--- src/hw/rtl/gcs_pkg.sv ---
// ----------------------------------------------------------------------------
// gcs_pkg: shared types and constants of the greedy change splitter
// Holds the field widths, the status codes, the denomination table and the
// reciprocal that the 5000 cent step uses in place of a divider.
// ----------------------------------------------------------------------------
package gcs_pkg;

    // Field widths of the item and result beats.
    localparam int AMOUNT_W = 24;
    localparam int STATUS_W = 2;
    localparam int DENOM_W  = 13;
    localparam int COUNT_W  = 12;

    // Number of denominations and the index width that addresses them.
    localparam int NUM_DENOMS = 12;
    localparam int DIDX_W     = 4;

    // Status codes of a result beat.
    localparam logic [STATUS_W-1:0] ST_CHANGE = 2'd0;
    localparam logic [STATUS_W-1:0] ST_SHORT  = 2'd1;
    localparam logic [STATUS_W-1:0] ST_NONE   = 2'd2;

    // The largest denomination is 8 * 625, so an amount is divided by 5000
    // as (amount >> 3) * floor(2^32 / 625) >> 32, which is the true quotient
    // or one below it for any 21-bit operand.
    localparam int                  BIG_SHIFT  = 3;
    localparam int                  RECIP_W    = 23;
    localparam int                  RECIP_FRAC = 32;
    localparam logic [RECIP_W-1:0]  BIG_RECIP  = 23'd6871947;
    localparam int                  PROD_W     = (AMOUNT_W - BIG_SHIFT) + RECIP_W;
    localparam logic [DENOM_W-1:0]  BIG_DENOM  = 13'd5000;

    // Denomination values in cents, largest first.
    function automatic logic [DENOM_W-1:0] denom_value(input logic [DIDX_W-1:0] idx);
        logic [DENOM_W-1:0] val;
        begin
            unique case (idx)
                4'd0:    val = 13'd5000;
                4'd1:    val = 13'd2000;
                4'd2:    val = 13'd1000;
                4'd3:    val = 13'd500;
                4'd4:    val = 13'd200;
                4'd5:    val = 13'd100;
                4'd6:    val = 13'd50;
                4'd7:    val = 13'd20;
                4'd8:    val = 13'd10;
                4'd9:    val = 13'd5;
                4'd10:   val = 13'd2;
                4'd11:   val = 13'd1;
                default: val = 13'd1;
            endcase
            return val;
        end
    endfunction

endpackage

--- src/hw/rtl/gcs_in_if.sv ---
// ----------------------------------------------------------------------------
// gcs_in_if: item channel of the greedy change splitter
// Carries one amount due and one amount paid per beat, with valid and ready.
// ----------------------------------------------------------------------------
interface gcs_in_if;

    logic                         valid;
    logic                         ready;
    logic [gcs_pkg::AMOUNT_W-1:0] amount_due;
    logic [gcs_pkg::AMOUNT_W-1:0] amount_paid;

    modport source (output valid, output amount_due, output amount_paid, input ready);
    modport sink   (input valid, input amount_due, input amount_paid, output ready);

endinterface

--- src/hw/rtl/gcs_out_if.sv ---
// ----------------------------------------------------------------------------
// gcs_out_if: result channel of the greedy change splitter
// Carries one status, denomination, piece count and last flag per beat.
// ----------------------------------------------------------------------------
interface gcs_out_if;

    logic                         valid;
    logic                         ready;
    logic [gcs_pkg::STATUS_W-1:0] status;
    logic [gcs_pkg::DENOM_W-1:0]  denomination;
    logic [gcs_pkg::COUNT_W-1:0]  piece_count;
    logic                         last;

    modport source (output valid, output status, output denomination,
                    output piece_count, output last, input ready);
    modport sink   (input valid, input status, input denomination,
                    input piece_count, input last, output ready);

endinterface

--- src/hw/rtl/greedy_change_splitter_top.sv ---
// ----------------------------------------------------------------------------
// greedy_change_splitter_top: greedy change making over twelve denominations
// Splits amount_paid - amount_due over 5000 .. 1 cents, one result beat for
// each denomination with a nonzero count, driven by a small microprogram.
// ----------------------------------------------------------------------------
// The block takes one item at a time. After the item beat the microprogram
// runs one step per cycle (a step that may write a result beat first waits
// for a free output register): a check step, three steps for the 5000 cent
// denomination (reciprocal multiply, back multiply, correction) and one step
// for each smaller denomination, ending as soon as nothing is left to return.
// A short or exact payment ends at the check step. Results leave through a
// single output register, so the next item is taken while the last result
// still waits.
module greedy_change_splitter_top
(
    input  logic      clk,
    input  logic      rst_n,
    gcs_in_if.sink    item,
    gcs_out_if.source result
);

    // Microprogram operations.
    typedef enum logic [2:0]
    {
        OP_CHECK,
        OP_MUL,
        OP_QMUL,
        OP_FIX,
        OP_SMALL
    } op_t;

    // One control word: operation, denomination index, and whether the step
    // may write a result beat (and so must wait for a free output register).
    typedef struct packed
    {
        op_t                         op;
        logic [gcs_pkg::DIDX_W-1:0]  didx;
        logic                        emits;
    } ctrl_word_t;

    localparam int                         PC_W      = 4;
    localparam logic [PC_W-1:0]            LAST_STEP = 4'd14;
    localparam int                         QD_W      = gcs_pkg::COUNT_W + gcs_pkg::DENOM_W;

    // Program ROM: check, the 5000 cent sequence, then one step per smaller coin.
    function automatic ctrl_word_t rom_word(input logic [PC_W-1:0] pc);
        ctrl_word_t cw;
        begin
            unique case (pc)
                4'd0:    cw = '{op: OP_CHECK, didx: 4'd0, emits: 1'b1};
                4'd1:    cw = '{op: OP_MUL,   didx: 4'd0, emits: 1'b0};
                4'd2:    cw = '{op: OP_QMUL,  didx: 4'd0, emits: 1'b0};
                4'd3:    cw = '{op: OP_FIX,   didx: 4'd0, emits: 1'b1};
                default: cw = '{op: OP_SMALL, didx: 4'(pc - 4'd3), emits: 1'b1};
            endcase
            return cw;
        end
    endfunction

    logic                              busy_reg;
    logic [PC_W-1:0]                   pc_reg;
    logic [gcs_pkg::AMOUNT_W-1:0]      rem_reg;
    logic                              short_reg;
    logic [gcs_pkg::PROD_W-1:0]        prod_reg;
    logic [gcs_pkg::COUNT_W-1:0]       quo_reg;
    logic [QD_W-1:0]                   qd_reg;

    logic                              out_valid_reg;
    logic [gcs_pkg::STATUS_W-1:0]      out_status_reg;
    logic [gcs_pkg::DENOM_W-1:0]       out_denom_reg;
    logic [gcs_pkg::COUNT_W-1:0]       out_count_reg;
    logic                              out_last_reg;

    ctrl_word_t                        cw;
    logic                              out_free;
    logic                              step_go;
    logic [gcs_pkg::AMOUNT_W:0]        diff;
    logic [QD_W-1:0]                   fix_rem;
    logic [gcs_pkg::DENOM_W-1:0]       step_denom;
    logic [gcs_pkg::DENOM_W:0]         step_denom2;

    logic                              em_valid;
    logic [gcs_pkg::STATUS_W-1:0]      em_status;
    logic [gcs_pkg::DENOM_W-1:0]       em_denom;
    logic [gcs_pkg::COUNT_W-1:0]       em_count;
    logic                              em_last;
    logic                              step_done;
    logic [gcs_pkg::AMOUNT_W-1:0]      rem_next;

    // Current control word and the handshake around the sequencer.
    assign cw       = rom_word(pc_reg);
    assign out_free = !out_valid_reg || result.ready;
    assign step_go  = busy_reg && (!cw.emits || out_free);
    assign item.ready = !busy_reg;

    // Difference with borrow, taken at the item beat.
    assign diff = {1'b0, item.amount_paid} - {1'b0, item.amount_due};

    // Datapath of the current step.
    assign fix_rem     = QD_W'(rem_reg) - qd_reg;
    assign step_denom  = gcs_pkg::denom_value(cw.didx);
    assign step_denom2 = {step_denom, 1'b0};

    always_comb
    begin
        em_valid  = 1'b0;
        em_status = gcs_pkg::ST_CHANGE;
        em_denom  = step_denom;
        em_count  = '0;
        em_last   = 1'b0;
        step_done = 1'b0;
        rem_next  = rem_reg;
        unique case (cw.op)
            OP_CHECK:
            begin
                if (short_reg || (rem_reg == '0))
                begin
                    em_valid  = 1'b1;
                    em_status = short_reg ? gcs_pkg::ST_SHORT : gcs_pkg::ST_NONE;
                    em_denom  = '0;
                    em_last   = 1'b1;
                    step_done = 1'b1;
                end
            end
            OP_FIX:
            begin
                if (fix_rem >= QD_W'(gcs_pkg::BIG_DENOM))
                begin
                    em_count = quo_reg + 1'b1;
                    rem_next = gcs_pkg::AMOUNT_W'(fix_rem - QD_W'(gcs_pkg::BIG_DENOM));
                end
                else
                begin
                    em_count = quo_reg;
                    rem_next = gcs_pkg::AMOUNT_W'(fix_rem);
                end
                em_valid  = (em_count != '0);
                em_last   = (rem_next == '0);
                step_done = (rem_next == '0);
            end
            OP_SMALL:
            begin
                // The remainder is below the previous denomination, so the
                // count here is at most two.
                if (rem_reg >= gcs_pkg::AMOUNT_W'(step_denom2))
                begin
                    em_count = gcs_pkg::COUNT_W'(2);
                    rem_next = rem_reg - gcs_pkg::AMOUNT_W'(step_denom2);
                end
                else if (rem_reg >= gcs_pkg::AMOUNT_W'(step_denom))
                begin
                    em_count = gcs_pkg::COUNT_W'(1);
                    rem_next = rem_reg - gcs_pkg::AMOUNT_W'(step_denom);
                end
                em_valid  = (em_count != '0);
                em_last   = (rem_next == '0);
                step_done = (rem_next == '0) || (pc_reg == LAST_STEP);
            end
            default:
            begin
                step_done = 1'b0;
            end
        endcase
    end

    // Sequencer, datapath registers and output register.
    always_ff @(posedge clk or negedge rst_n)
    begin
        if (!rst_n)
        begin
            busy_reg      <= 1'b0;
            pc_reg        <= '0;
            out_valid_reg <= 1'b0;
        end
        else
        begin
            if (item.valid && item.ready)
            begin
                busy_reg  <= 1'b1;
                pc_reg    <= '0;
                rem_reg   <= diff[gcs_pkg::AMOUNT_W-1:0];
                short_reg <= diff[gcs_pkg::AMOUNT_W];
            end
            else if (step_go)
            begin
                if (cw.op == OP_MUL)
                begin
                    prod_reg <= rem_reg[gcs_pkg::AMOUNT_W-1:gcs_pkg::BIG_SHIFT]
                                * gcs_pkg::BIG_RECIP;
                end
                if (cw.op == OP_QMUL)
                begin
                    quo_reg <= prod_reg[gcs_pkg::PROD_W-1:gcs_pkg::RECIP_FRAC];
                    qd_reg  <= prod_reg[gcs_pkg::PROD_W-1:gcs_pkg::RECIP_FRAC]
                               * gcs_pkg::BIG_DENOM;
                end
                rem_reg <= rem_next;
                if (step_done)
                begin
                    busy_reg <= 1'b0;
                    pc_reg   <= '0;
                end
                else
                begin
                    pc_reg <= pc_reg + 1'b1;
                end
            end

            // A new result beat overrides the one the sink just took.
            if (step_go && em_valid)
            begin
                out_valid_reg  <= 1'b1;
                out_status_reg <= em_status;
                out_denom_reg  <= em_denom;
                out_count_reg  <= em_count;
                out_last_reg   <= em_last;
            end
            else if (result.ready)
            begin
                out_valid_reg <= 1'b0;
            end
        end
    end

    assign result.valid        = out_valid_reg;
    assign result.status       = out_status_reg;
    assign result.denomination = out_denom_reg;
    assign result.piece_count  = out_count_reg;
    assign result.last         = out_last_reg;

`ifndef SYNTHESIS
    // A status beat carries no denomination and closes its item.
    a_status_beat: assert property (@(posedge clk) disable iff (!rst_n)
        (result.valid && (result.status != gcs_pkg::ST_CHANGE))
        |-> (result.denomination == '0) && result.last)
        else $error("status beat with denomination or without last");

    // A change beat never carries a zero count.
    a_change_count: assert property (@(posedge clk) disable iff (!rst_n)
        (result.valid && (result.status == gcs_pkg::ST_CHANGE)) |-> (result.piece_count != '0))
        else $error("change beat with zero piece count");

    // While a non-final beat waits, the sequencer still owns that item.
    a_open_item: assert property (@(posedge clk) disable iff (!rst_n)
        (result.valid && !result.last) |-> busy_reg)
        else $error("sequencer idle before the last beat of an item");

    // The step counter never runs past the end of the program.
    a_pc_range: assert property (@(posedge clk) disable iff (!rst_n)
        pc_reg <= LAST_STEP)
        else $error("step counter beyond the program");

    // An item beat starts the program at its first step.
    a_start: assert property (@(posedge clk) disable iff (!rst_n)
        (item.valid && item.ready) |=> (busy_reg && (pc_reg == '0)))
        else $error("item beat did not start the program");
`endif

endmodule

--- src/flat_wrapper.sv ---
// flat-port wrapper written by rule: the top's interface ports become plain ports
module greedy_change_splitter_top_flat 
  (clk, rst_n, item_valid, item_amount_due, item_amount_paid, item_ready, result_valid, result_status, result_denomination, result_piece_count, result_last, result_ready);
  gcs_in_if item_i ();
  gcs_out_if result_i ();
  input  logic clk;
  input  logic rst_n;
  input wire logic [$bits(item_i.valid)-1:0] item_valid;
  input wire logic [$bits(item_i.amount_due)-1:0] item_amount_due;
  input wire logic [$bits(item_i.amount_paid)-1:0] item_amount_paid;
  output wire logic [$bits(item_i.ready)-1:0] item_ready;
  output wire logic [$bits(result_i.valid)-1:0] result_valid;
  output wire logic [$bits(result_i.status)-1:0] result_status;
  output wire logic [$bits(result_i.denomination)-1:0] result_denomination;
  output wire logic [$bits(result_i.piece_count)-1:0] result_piece_count;
  output wire logic [$bits(result_i.last)-1:0] result_last;
  input wire logic [$bits(result_i.ready)-1:0] result_ready;
  assign item_i.valid = item_valid;
  assign item_i.amount_due = item_amount_due;
  assign item_i.amount_paid = item_amount_paid;
  assign item_ready = item_i.ready;
  assign result_valid = result_i.valid;
  assign result_status = result_i.status;
  assign result_denomination = result_i.denomination;
  assign result_piece_count = result_i.piece_count;
  assign result_last = result_i.last;
  assign result_i.ready = result_ready;
  greedy_change_splitter_top u_core (.clk(clk), .rst_n(rst_n), .item(item_i), .result(result_i));
endmodule
--- config.mk ---
export PLATFORM = sky130hd
export DESIGN_NAME = greedy_change_splitter_top_flat
export DESIGN_NICKNAME = d
export VERILOG_FILES = /design/src/hw/rtl/gcs_pkg.sv /design/src/hw/rtl/gcs_in_if.sv /design/src/hw/rtl/gcs_out_if.sv /design/src/hw/rtl/greedy_change_splitter_top.sv /design/src/flat_wrapper.sv
export SDC_FILE = /design/constraint.sdc
export NUM_CORES = 1
export LEC_CHECK = 0
export BUFFER_PORTS_ARGS = -buffer_cell sky130_fd_sc_hd__buf_2
export CAP_MARGIN = 20
export CORE_MARGIN = 5
export CORE_UTILIZATION = 70
export CTS_BUF_LIST = sky130_fd_sc_hd__clkbuf_4
export CTS_CLUSTER_SIZE = 20
export DETAILED_ROUTE_END_ITERATION = 8
export GPL_TIMING_DRIVEN = 0
export PLACE_DENSITY = 0.89
export RECOVER_POWER = 100
export SYNTH_ARGS = -nofsm -noshare
export SYNTH_HDL_FRONTEND = slang
export SYNTH_SLANG_ARGS = --single-unit
--- constraint.sdc ---
create_clock -name clk -period 13.7 [get_ports clk]
set_clock_uncertainty 0.15 [all_clocks]
set_input_delay 4.11 -clock clk [delete_from_list [all_inputs] [get_ports clk]]
set_output_delay 4.11 -clock clk [all_outputs]
set_load 0.02 [all_outputs]
==> out/qor.txt, run 1 <==
Hold Crit Class: register to register
Area after DPL: 0.0211 mm^2
Die height: 180 um
Routed Antenna Nets: 0
# IOs: 82
Total routed wirelength: 56.7 mm
Residual DRC: 0
Area of the multi-input gates: 0.0153 mm^2
RSZ-0062 raised after global routing: no
Post-synthesis cell area: 0.0202 mm^2
DRT iter0 DRCs: 1,675
Fraction of layout cells with a size suffix above 1: 0.0436
Max reg flops: 24
Port bufs: 80
Period utilisation layout: 0.736
# rows: 62
Crit-path slowest cell: nor3_1
Total track usage: 0.347
Design area: 0.0212 mm^2
Status: completed
Reg-to-Reg Start: u_core.pc_reg[0]
Hold path cells: 1
Max-cap violations: 0
DRT Pass-1 Iters: 7
Mapped Cells: 2,217
Setup crit end kind: register
Register area: 0.00297 mm^2
Clock latency on the worst-skew pair: 0.51 ns
Number of synthesized register bits: 100
Cts repair resizes: 0
Grt total ovfl: 0
CTS tree: built
Initial antenna violation count: 0
Reg2reg path depth: 28
Clock transition at path regs: 0.16 ns
# setup viols final: 0
Post-route minimum period: 10.08 ns
Syn Nets: 2,841
Total setup buffers inserted after CTS: 0
Initial Util: 0.706
CTS Buf Count: 9
Root Buffer Master: clkbuf_4
Max-slew headroom: 0.0396
Vias in the first global route: 17,500
Via Count: 17,100
YS warnings: 0
Slew Viols, Final: 0
Core area: 0.0286 mm^2
Filler cells: 2,084
Vias per Instance: 6.33
First-pass GRT wire length: 90.3 mm
Wire per inst: 21.0 um
Slew of the pin with the lowest slew margin: 1.44 ns
Largest net degree at the start of global routing: 22
Most frequent cells in the layout: inv_1 (439), ha_1 (361), fa_1 (211), nor2_1 (135), nand2_1 (110)
Number of synthesized flops with an enable pin: 94
Area growth syn-to-layout: 4.79%
Fin Setup TNS: 0 ns
Crit path largest cell delay: 0.68 ns
Width of the die: 180 um
Post-synth top flop: edfxtp_1
Final HPWL DP: 47.3 mm
Commonest non-fill, non-tap cell in the layout: inv_1
CP Max Fanout: 16
CTS Buffer Depth: 2
WP data arrival: 10.09 ns
Endpoint, Worst Hold: u_core.result.status[1]
Fmax: 99.2 MHz
Library cells used by synthesis: 89
Sink Count: 100
Die area: 0.0324 mm^2
Reg-to-Reg End: u_core.result.piece_count[3]
H-tree levels: 3
Hold Startpoint: u_core.short_reg
Critical Path Start Type: register
Gpl congestion: 1.01
Syn avg cell area: 9.11 um^2
Count of hold-fix buffers inserted at cts: 0
WS Path Type: register to register
Seq/Total Area, Yosys: 0.147
Most common cell on crit path: clkbuf_1
Share of synthesized registers carrying an async set or reset: 0.0600
Nets: 2,936
R2r setup slk: 3.62 ns
Fin. Hold Viols: 0
CP required: 13.71 ns
-- cells by family (layout without fill, tap and decap cells) --
| logic type | Yosys count | count (layout) | synth area share |
|---|---|---|---|
| flip-flops | 100 | 100 | 0.147 |
| buffers and inverters | 488 | 587 | 0.0925 |
| AND/OR/NAND/NOR | 500 | 500 | 0.124 |
| AO/OA/AOI/OAI | 431 | 431 | 0.148 |
| XOR/XNOR | 119 | 119 | 0.0516 |
| adder cells (fa/ha/maj) | 572 | 572 | 0.433 |
| other | 1 | 3 | 0.000186 |
| multiplexers | 6 | 6 | 0.00310 |
-- per-layer routing --
layer,up-vias,global-route usage,share of wire,wire length (um)
met5,-,0,0,0
met1,8254,0.446,0.39,21900
li1,7772,-,-,-
met2,867,0.583,0.48,27000
met4,0,0.128,0.045,2560
met3,208,0.0717,0.092,5220
-- worst max-delay path, delay by kind of cell (launching register included) --
kind                     cells  cell delay (ns)
AO/OA/AOI/OAI                7             1.85
adder cells (fa/ha/maj)      3             0.84
buffers and inverters       10             3.15
flip-flops                   1             0.45
AND/OR/NAND/NOR              8             3.26
-- Yosys cell counts (all sizes together) (36+ instances only) --
cell / count / area [um^2]
nor3: 42 / 238
fa: 211 / 4220
nand3: 45 / 225
ha: 361 / 4520
edfxtp: 94 / 2820
xor2: 36 / 315
nand2: 110 / 415
a21oi: 87 / 435
nor2: 136 / 513
o21ai: 78 / 394
xnor2: 83 / 727
inv: 439 / 1650
o211ai: 38 / 285
-- worst max path at each step --
stage	from	to	slack (ns)	cells past startpoint
after detailed placement	u_core.pc_reg[0]	u_core.pc_reg[0]	4.71	30
after global routing	u_core.pc_reg[0]	u_core.result.piece_count[3]	3.20	28
after global placement	u_core.pc_reg[0]	u_core.result.piece_count[10]	4.82	27
final	u_core.pc_reg[0]	u_core.result.piece_count[3]	3.62	28
after floorplan	item_amount_due[1]	u_core.rem_reg[23]	6.26	16
after CTS	u_core.pc_reg[0]	u_core.pc_reg[2]	4.64	30
-- layout make-up --
cell class                 instances  area share
sequential                       100       0.140
clock buffer                       9     0.00319
tap                              384      0.0227
multi-input combinational       1629       0.724
buffer                            49     0.00969
timing repair buffer              84      0.0178
inverter                         439      0.0778
clock inverter                     6     0.00420
antenna                            2    0.000236
-- per-stage QoR --
stage           util  hold slack, ns  setup slack, ns  cells
2_1_floorplan      -           0.337             6.26   2217
3_3_place_gp   0.737           0.386             4.82   2681
3_5_place_dp   0.739           0.399             4.71   2685
4_1_cts        0.744           0.423             4.64   2700
5_1_grt        0.739           0.450             3.20   2700
6_report       0.740           0.422             3.62   2702
Power of run 1 is not shown: default switching activity piles up to over one toggle a cycle in this logic, so the estimate is an artifact.
==> inputs of run 2 (changes only) <==
--- a/config.mk
+++ b/config.mk
@@ -5,15 +5,16 @@
 export SDC_FILE = /design/constraint.sdc
 export NUM_CORES = 1
 export LEC_CHECK = 0
+export ABC_AREA = 1
 export BUFFER_PORTS_ARGS = -buffer_cell sky130_fd_sc_hd__buf_2
 export CAP_MARGIN = 20
 export CORE_MARGIN = 5
-export CORE_UTILIZATION = 70
+export CORE_UTILIZATION = 66
 export CTS_BUF_LIST = sky130_fd_sc_hd__clkbuf_4
 export CTS_CLUSTER_SIZE = 20
 export DETAILED_ROUTE_END_ITERATION = 8
 export GPL_TIMING_DRIVEN = 0
-export PLACE_DENSITY = 0.89
+export PLACE_DENSITY = 0.84
 export RECOVER_POWER = 100
 export SYNTH_ARGS = -nofsm -noshare
 export SYNTH_HDL_FRONTEND = slang
==> constraint.sdc (replaced) <==
create_clock -name clk -period 9.9 [get_ports clk]
set_clock_uncertainty 0.15 [all_clocks]
set_input_delay 2.97 -clock clk [delete_from_list [all_inputs] [get_ports clk]]
set_output_delay 2.97 -clock clk [all_outputs]
set_load 0.02 [all_outputs]
==> out/qor.txt, run 2 <==
Max-slew headroom: -0.0877 (was 0.0396)
Root Buffer Master: clkbuf_4 (unchanged)
Port bufs: 80 (unchanged)
Status: finished with violations (was completed)
Fmax: 132 MHz (was 99.2 MHz)
Mapped Cells: 2,713 (was 2,217)
Final HPWL DP: 51.4 mm (was 47.3 mm)
CTS Buffer Depth: 2 (unchanged)
Worst setup startpoint: u_core.rem_reg[11] (was u_core.pc_reg[0])
Area growth syn-to-layout: 4.38% (was 4.79%)
Vias in the first global route: 18,600 (was 17,500)
Reg-to-Reg Start: u_core.rem_reg[11] (was u_core.pc_reg[0])
Count leader, synth: inv_1 (unchanged)
CP required: 10.09 ns (was 13.71 ns)
DRT iter0 DRCs: 1,611 (was 1,675)
CP Max Fanout: 12 (was 16)
Nets: 3,435 (was 2,936)
Initial Util: 0.668 (was 0.706)
Total track usage: 0.344 (was 0.347)
Post-synth top cells: inv_1 (622), nand2_1 (547), ha_1 (361) (was inv_1 (439), ha_1 (361), fa_1 (211))
RSZ-0062 raised after global routing: no (unchanged)
Residual DRC: 0 (unchanged)
Syn avg cell area: 7.75 um^2 (was 9.11 um^2)
Syn Nets: 3,337 (was 2,841)
Post-synth top flop: edfxtp_1 (unchanged)
H-tree levels: 3 (unchanged)
Initial antenna violation count: 1 (was 0)
Leading area contributor after synthesis: ha_1 (unchanged)
WP data arrival: 7.75 ns (was 10.09 ns)
First-pass GRT wire length: 96.4 mm (was 90.3 mm)
Die area: 0.0355 mm^2 (was 0.0324 mm^2)
CTS Buf Count: 9 (unchanged)
Fin. Hold Viols: 0 (unchanged)
YS warnings: 0 (unchanged)
Total routed wirelength: 60.0 mm (was 56.7 mm)
Setup crit end kind: register (unchanged)
Max reg flops: 24 (unchanged)
Width of the die: 188 um (was 180 um)
Vias per Instance: 5.71 (was 6.33)
WS Path Type: register to register (unchanged)
Number of synthesized flops with an enable pin: 94 (unchanged)
Post-synthesis cell area: 0.0210 mm^2 (was 0.0202 mm^2)
Core area: 0.0315 mm^2 (was 0.0286 mm^2)
CTS tree: built (unchanged)
# setup viols final: 0 (unchanged)
Cts repair resizes: 0 (unchanged)
Largest net degree at the start of global routing: 19 (was 22)
Grt total ovfl: 0 (unchanged)
Clock transition at path regs: 0.16 ns (about the same)
Fraction of layout cells with a size suffix above 1: 0.0465 (was 0.0436)
Hold Crit Class: register to register (unchanged)
Violated checks: max-capacitance violations, max-slew violations
DRT Pass-1 Iters: 6 (was 7)
Gpl congestion: 0.989 (was 1.01)
Library cells used by synthesis: 61 (was 89)
Synth top area share: 0.215 (was 0.224)
Wire per inst: 18.6 um (was 21.0 um)
Slew of the pin with the lowest slew margin: 1.62 ns (was 1.44 ns)
# IOs: 82 (unchanged)
Slew Viols, Final: 14 (was 0)
Fin Setup TNS: 0 ns (unchanged)
Share of synthesized registers carrying an async set or reset: 0.0600 (unchanged)
Number of synthesized register bits: 100 (unchanged)
Max-cap violations: 2 (was 0)
Post-route minimum period: 7.56 ns (was 10.08 ns)
# rows: 65 (was 62)
Seq/Total Area, Yosys: 0.141 (was 0.147)
Filler cells: 2,647 (was 2,084)
Routed Antenna Nets: 0 (unchanged)
Main area contributors after synthesis: ha_1 (21%), fa_1 (20%), edfxtp_1 (13%), inv_1 (11%), nand2_1 (9.8%) (was ha_1 (22%), fa_1 (21%), edfxtp_1 (14%), inv_1 (8.2%), xnor2_1 (3.6%))
Period utilisation layout: 0.764 (was 0.736)
Via Count: 18,400 (was 17,100)
Die height: 188 um (was 180 um)
Most frequent cells in the layout: inv_1 (624), nand2_1 (555), ha_1 (361), fa_1 (211), nor2_1 (202) (was inv_1 (439), ha_1 (361), fa_1 (211), nor2_1 (135), nand2_1 (110))
Count of hold-fix buffers inserted at cts: 0 (unchanged)
Commonest non-fill, non-tap cell in the layout: inv_1 (unchanged)
Clock latency on the worst-skew pair: 0.59 ns (was 0.51 ns)
Critical Path Start Type: register (unchanged)
Sink Count: 100 (unchanged)
Hold Startpoint: u_core.busy_reg (was u_core.short_reg)
Total setup buffers inserted after CTS: 0 (unchanged)
-- run 2: cells by family (layout without fill, tap and decap cells) --
| logic type | count (synthesis) | count (layout) | synth area share |
|---|---|---|---|
| compound gates | 287 | 287 | 0.0766 |
| xor+xnor | 79 | 79 | 0.0342 |
| fa+ha+maj | 572 | 572 | 0.416 |
| buf+inv | 652 | 755 | 0.119 |
| flops | 100 | 100 | 0.141 |
| mux | 1 | 1 | 0.000476 |
| other cells | 1 | 2 | 0.000178 |
| simple gates | 1021 | 1021 | 0.212 |
-- run 2: path summary, 6_finish.rpt --
path                                  endpoint  depth (start not counted)  slack, ns
max                        u_core.prod_reg[40]                         25       2.34
min                            u_core.busy_reg                          2       0.38
max reg2reg                u_core.prod_reg[40]                         25       2.34
min reg2reg                    u_core.busy_reg                          2       0.38
max in group asynchronous  u_core.result.valid                          1       7.21
min in group asynchronous     u_core.pc_reg[2]                          1       2.08
-- run 2: stage by stage --
stage / setup WS, ns / cells / hold slack (ns) / area, um^2 / utilization
2_1_floorplan: 3.07 / 2713 / 0.292 / 21000 / -
3_3_place_gp: 1.42 / 3195 / 0.308 / 21900 / 0.696
3_5_place_dp: 2.39 / 3202 / 0.347 / 22000 / 0.700
4_1_cts: 2.36 / 3218 / 0.382 / 22200 / 0.704
5_1_grt: 1.65 / 3219 / 0.420 / 21900 / 0.697
6_report: 2.34 / 3219 / 0.376 / 21900 / 0.697
-- run 2: worst max-delay path: stages (launching register included) --
cell and delay [ns]:
edfxtp_1 0.97, inv_1 0.35, ha_1 0.68, ha_1 0.23
inv_1 0.05, fa_1 0.47, inv_1 0.05, fa_1 0.49
inv_1 0.06, fa_1 0.55, inv_1 0.06, fa_1 0.60
fa_1 0.44, ha_1 0.36, nand2_1 0.10, nor4_1 0.24
o21ai_0 0.12, nand2_1 0.14, nand2_1 0.06, nor2_1 0.08
o21ai_0 0.10, o31ai_1 0.39, nand2_1 0.09, o211ai_1 0.18
a21oi_1 0.16, xnor2_1 0.15
-- run 2: final cells by class --
type / count / area (um^2) / area share
clock buffer: 9 / 67.6 / 0.00308
clock inverter: 7 / 57.6 / 0.00262
sequential: 100 / 2970 / 0.136
inverter: 635 / 2380 / 0.109
tap: 402 / 503 / 0.0229
antenna: 1 / 2.50 / 0.000114
multi-input combinational: 1961 / 15500 / 0.705
buffer: 17 / 103 / 0.00468
timing repair buffer: 87 / 389 / 0.0177
-- run 2: routing by layer --
metal  track usage  vias up  routed length (um)
met5             0        -                   0
met4         0.170        0                3190
met3        0.0556      172                4830
met2         0.559      836               27200
met1         0.451     8566               24800
li1              -     8810                   -
Power of run 2 is left out for the same reason.
==> inputs of run 3 (changes only) <==
==> constraint.sdc (replaced) <==
create_clock -name clk -period 7.6 [get_ports clk]
set_clock_uncertainty 0.15 [all_clocks]
set_input_delay 2.28 -clock clk [delete_from_list [all_inputs] [get_ports clk]]
set_output_delay 2.28 -clock clk [all_outputs]
set_load 0.02 [all_outputs]
==> out/qor.txt, run 3 (synthesis results as in run 2) <==
Commonest non-fill, non-tap cell in the layout: inv_1 (unchanged)
Post-route minimum period: 7.17 ns (was 7.56 ns)
Finished Layout Cells: 3,251 (was 3,219)
# rows: 65 (unchanged)
DRT Pass-1 Iters: 9 (was 6)
Grt total ovfl: 0 (unchanged)
Fraction of layout cells with a size suffix above 1: 0.0579 (was 0.0465)
Root Buffer Master: clkbuf_4 (unchanged)
CTS tree: built (unchanged)
Residual DRC: 1 (was 0)
Slew of the pin with the lowest slew margin: 1.58 ns (was 1.62 ns)
Placed Cells: 3,202 (unchanged)
# IOs: 82 (unchanged)
Max-slew headroom: -0.0672 (was -0.0877)
Vias in the first global route: 18,600 (unchanged)
Clock transition at path regs: 0.16 ns (about the same)
Count of hold-fix buffers inserted at cts: 0 (unchanged)
Fin Setup TNS: 0 ns (unchanged)
Gpl congestion: 0.989 (unchanged)
Final HPWL DP: 51.4 mm (unchanged)
First-pass GRT wire length: 96.4 mm (unchanged)
Slew Viols, Final: 14 (unchanged)
Die height: 188 um (unchanged)
Max-cap violations: 2 (unchanged)
Total routed wirelength: 60.3 mm (was 60.0 mm)
Vias per Instance: 5.70 (was 5.71)
CP Max Fanout: 9 (was 12)
CP required: 7.78 ns (was 10.09 ns)
Initial Util: 0.668 (unchanged)
Via Count: 18,500 (was 18,400)
Port bufs: 80 (unchanged)
H-tree levels: 3 (unchanged)
Status: finished with violations (unchanged)
Fin. Hold Viols: 0 (unchanged)
Max reg flops: 24 (unchanged)
Core area: 0.0315 mm^2 (unchanged)
Violated checks: design-rule violations, max-capacitance violations, max-slew violations (was max-capacitance violations, max-slew violations)
Area growth syn-to-layout: 5.54% (was 4.38%)
Critical Path Start Type: register (unchanged)
Period utilisation layout: 0.944 (was 0.764)
Width of the die: 188 um (unchanged)
Most frequent cells in the layout: inv_1 (624), nand2_1 (555), ha_1 (361), fa_1 (211), nor2_1 (201) (was inv_1 (624), nand2_1 (555), ha_1 (361), fa_1 (211), nor2_1 (202))
Total track usage: 0.344 (unchanged)
Setup crit end kind: register (unchanged)
Die area: 0.0355 mm^2 (unchanged)
Largest net degree at the start of global routing: 19 (unchanged)
CTS Buf Count: 9 (unchanged)
Clock latency on the worst-skew pair: 0.58 ns (was 0.59 ns)
Sink Count: 100 (unchanged)
Total setup buffers inserted after CTS: 0 (unchanged)
RSZ-0062 raised after global routing: no (unchanged)
Routed Antenna Nets: 0 (unchanged)
Critical Path, Cell by Cell: inv_1, ha_1, inv_1, fa_1, fa_1, inv_1, fa_1, inv_1, fa_1, inv_1, fa_1, ha_1, ha_1, nand2_1, o21ai_0, a21bo_2, o21ai_0, o31ai_1, nand2_1, o211ai_1, a21oi_1, xnor2_1
# setup viols final: 0 (unchanged)
DRT iter0 DRCs: 1,587 (was 1,611)
Fmax: 139 MHz (was 132 MHz)
WS Path Type: register to register (unchanged)
Wire per inst: 18.6 um (about the same)
Cts repair resizes: 0 (unchanged)
Hold Crit Class: register to register (unchanged)
CTS Buffer Depth: 2 (unchanged)
Crit-path slowest cell: edfxtp_1 (unchanged)
Crit path largest cell delay: 0.77 ns (was 0.97 ns)
Nets: 3,467 (was 3,435)
WP data arrival: 7.35 ns (was 7.75 ns)
Initial antenna violation count: 1 (unchanged)
-- run 3: changes by cell type in the layout (fill, tap and decap cells not counted), sizes merged --
cell,before,now
buf,57,89
-- run 3: area by class of cell --
type | instances | area, um^2
antenna | 1 | 2.50
buffer | 17 | 103
clock buffer | 9 | 67.6
clock inverter | 7 | 57.6
fill | 2620 | 9290
inverter | 635 | 2380
multi-input combinational | 1961 | 15500
sequential | 100 | 2970
tap | 402 | 503
timing repair buffer | 119 | 631
-- run 3: worst max-delay path: cells and delay by family (launching register included) --
| family | cells | cell delay [ns] |
|---|---|---|
| adders and majority gates | 8 | 3.86 |
| AOI/OAI and AO/OA | 6 | 1.28 |
| DFF | 1 | 0.77 |
| xor gates and xnor gates | 1 | 0.15 |
| and+or+nand+nor | 2 | 0.17 |
| buffers and inverters | 5 | 0.56 |
-- run 3: routing by layer --
metal,vias up,GRT usage,wire length (um)
li1,8879,-,-
met4,0,0.170,3180
met3,176,0.0556,5050
met5,-,0,0
met2,859,0.559,27300
met1,8608,0.451,24700
-- run 3: path summary, 6_finish.rpt --
path                               startpoint             endpoint  slack, ns  cells after the start
max in group asynchronous               rst_n  u_core.result.valid       5.59                      1
setup / recovery           u_core.rem_reg[22]  u_core.prod_reg[40]       0.43                     22
setup reg to reg           u_core.rem_reg[22]  u_core.prod_reg[40]       0.43                     22
hold reg to reg               u_core.busy_reg      u_core.busy_reg       0.38                      2
min in group asynchronous               rst_n     u_core.pc_reg[2]       1.40                      1
hold / removal                u_core.busy_reg      u_core.busy_reg       0.38                      2
-- run 3: per-stage QoR --
| step | cell area, um^2 | util | setup WS [ns] | hold WS (ns) |
|---|---|---|---|---|
| floorplan | 21000 | - | 1.41 | 0.292 |
| global placement | 21900 | 0.696 | -0.194 | 0.308 |
| detailed placement | 22000 | 0.700 | 0.0851 | 0.347 |
| CTS | 22200 | 0.704 | 0.0562 | 0.382 |
| global route | 22200 | 0.705 | 0.0151 | 0.420 |
| finish | 22200 | 0.705 | 0.427 | 0.376 |
Power of run 3 is left out for the same reason.
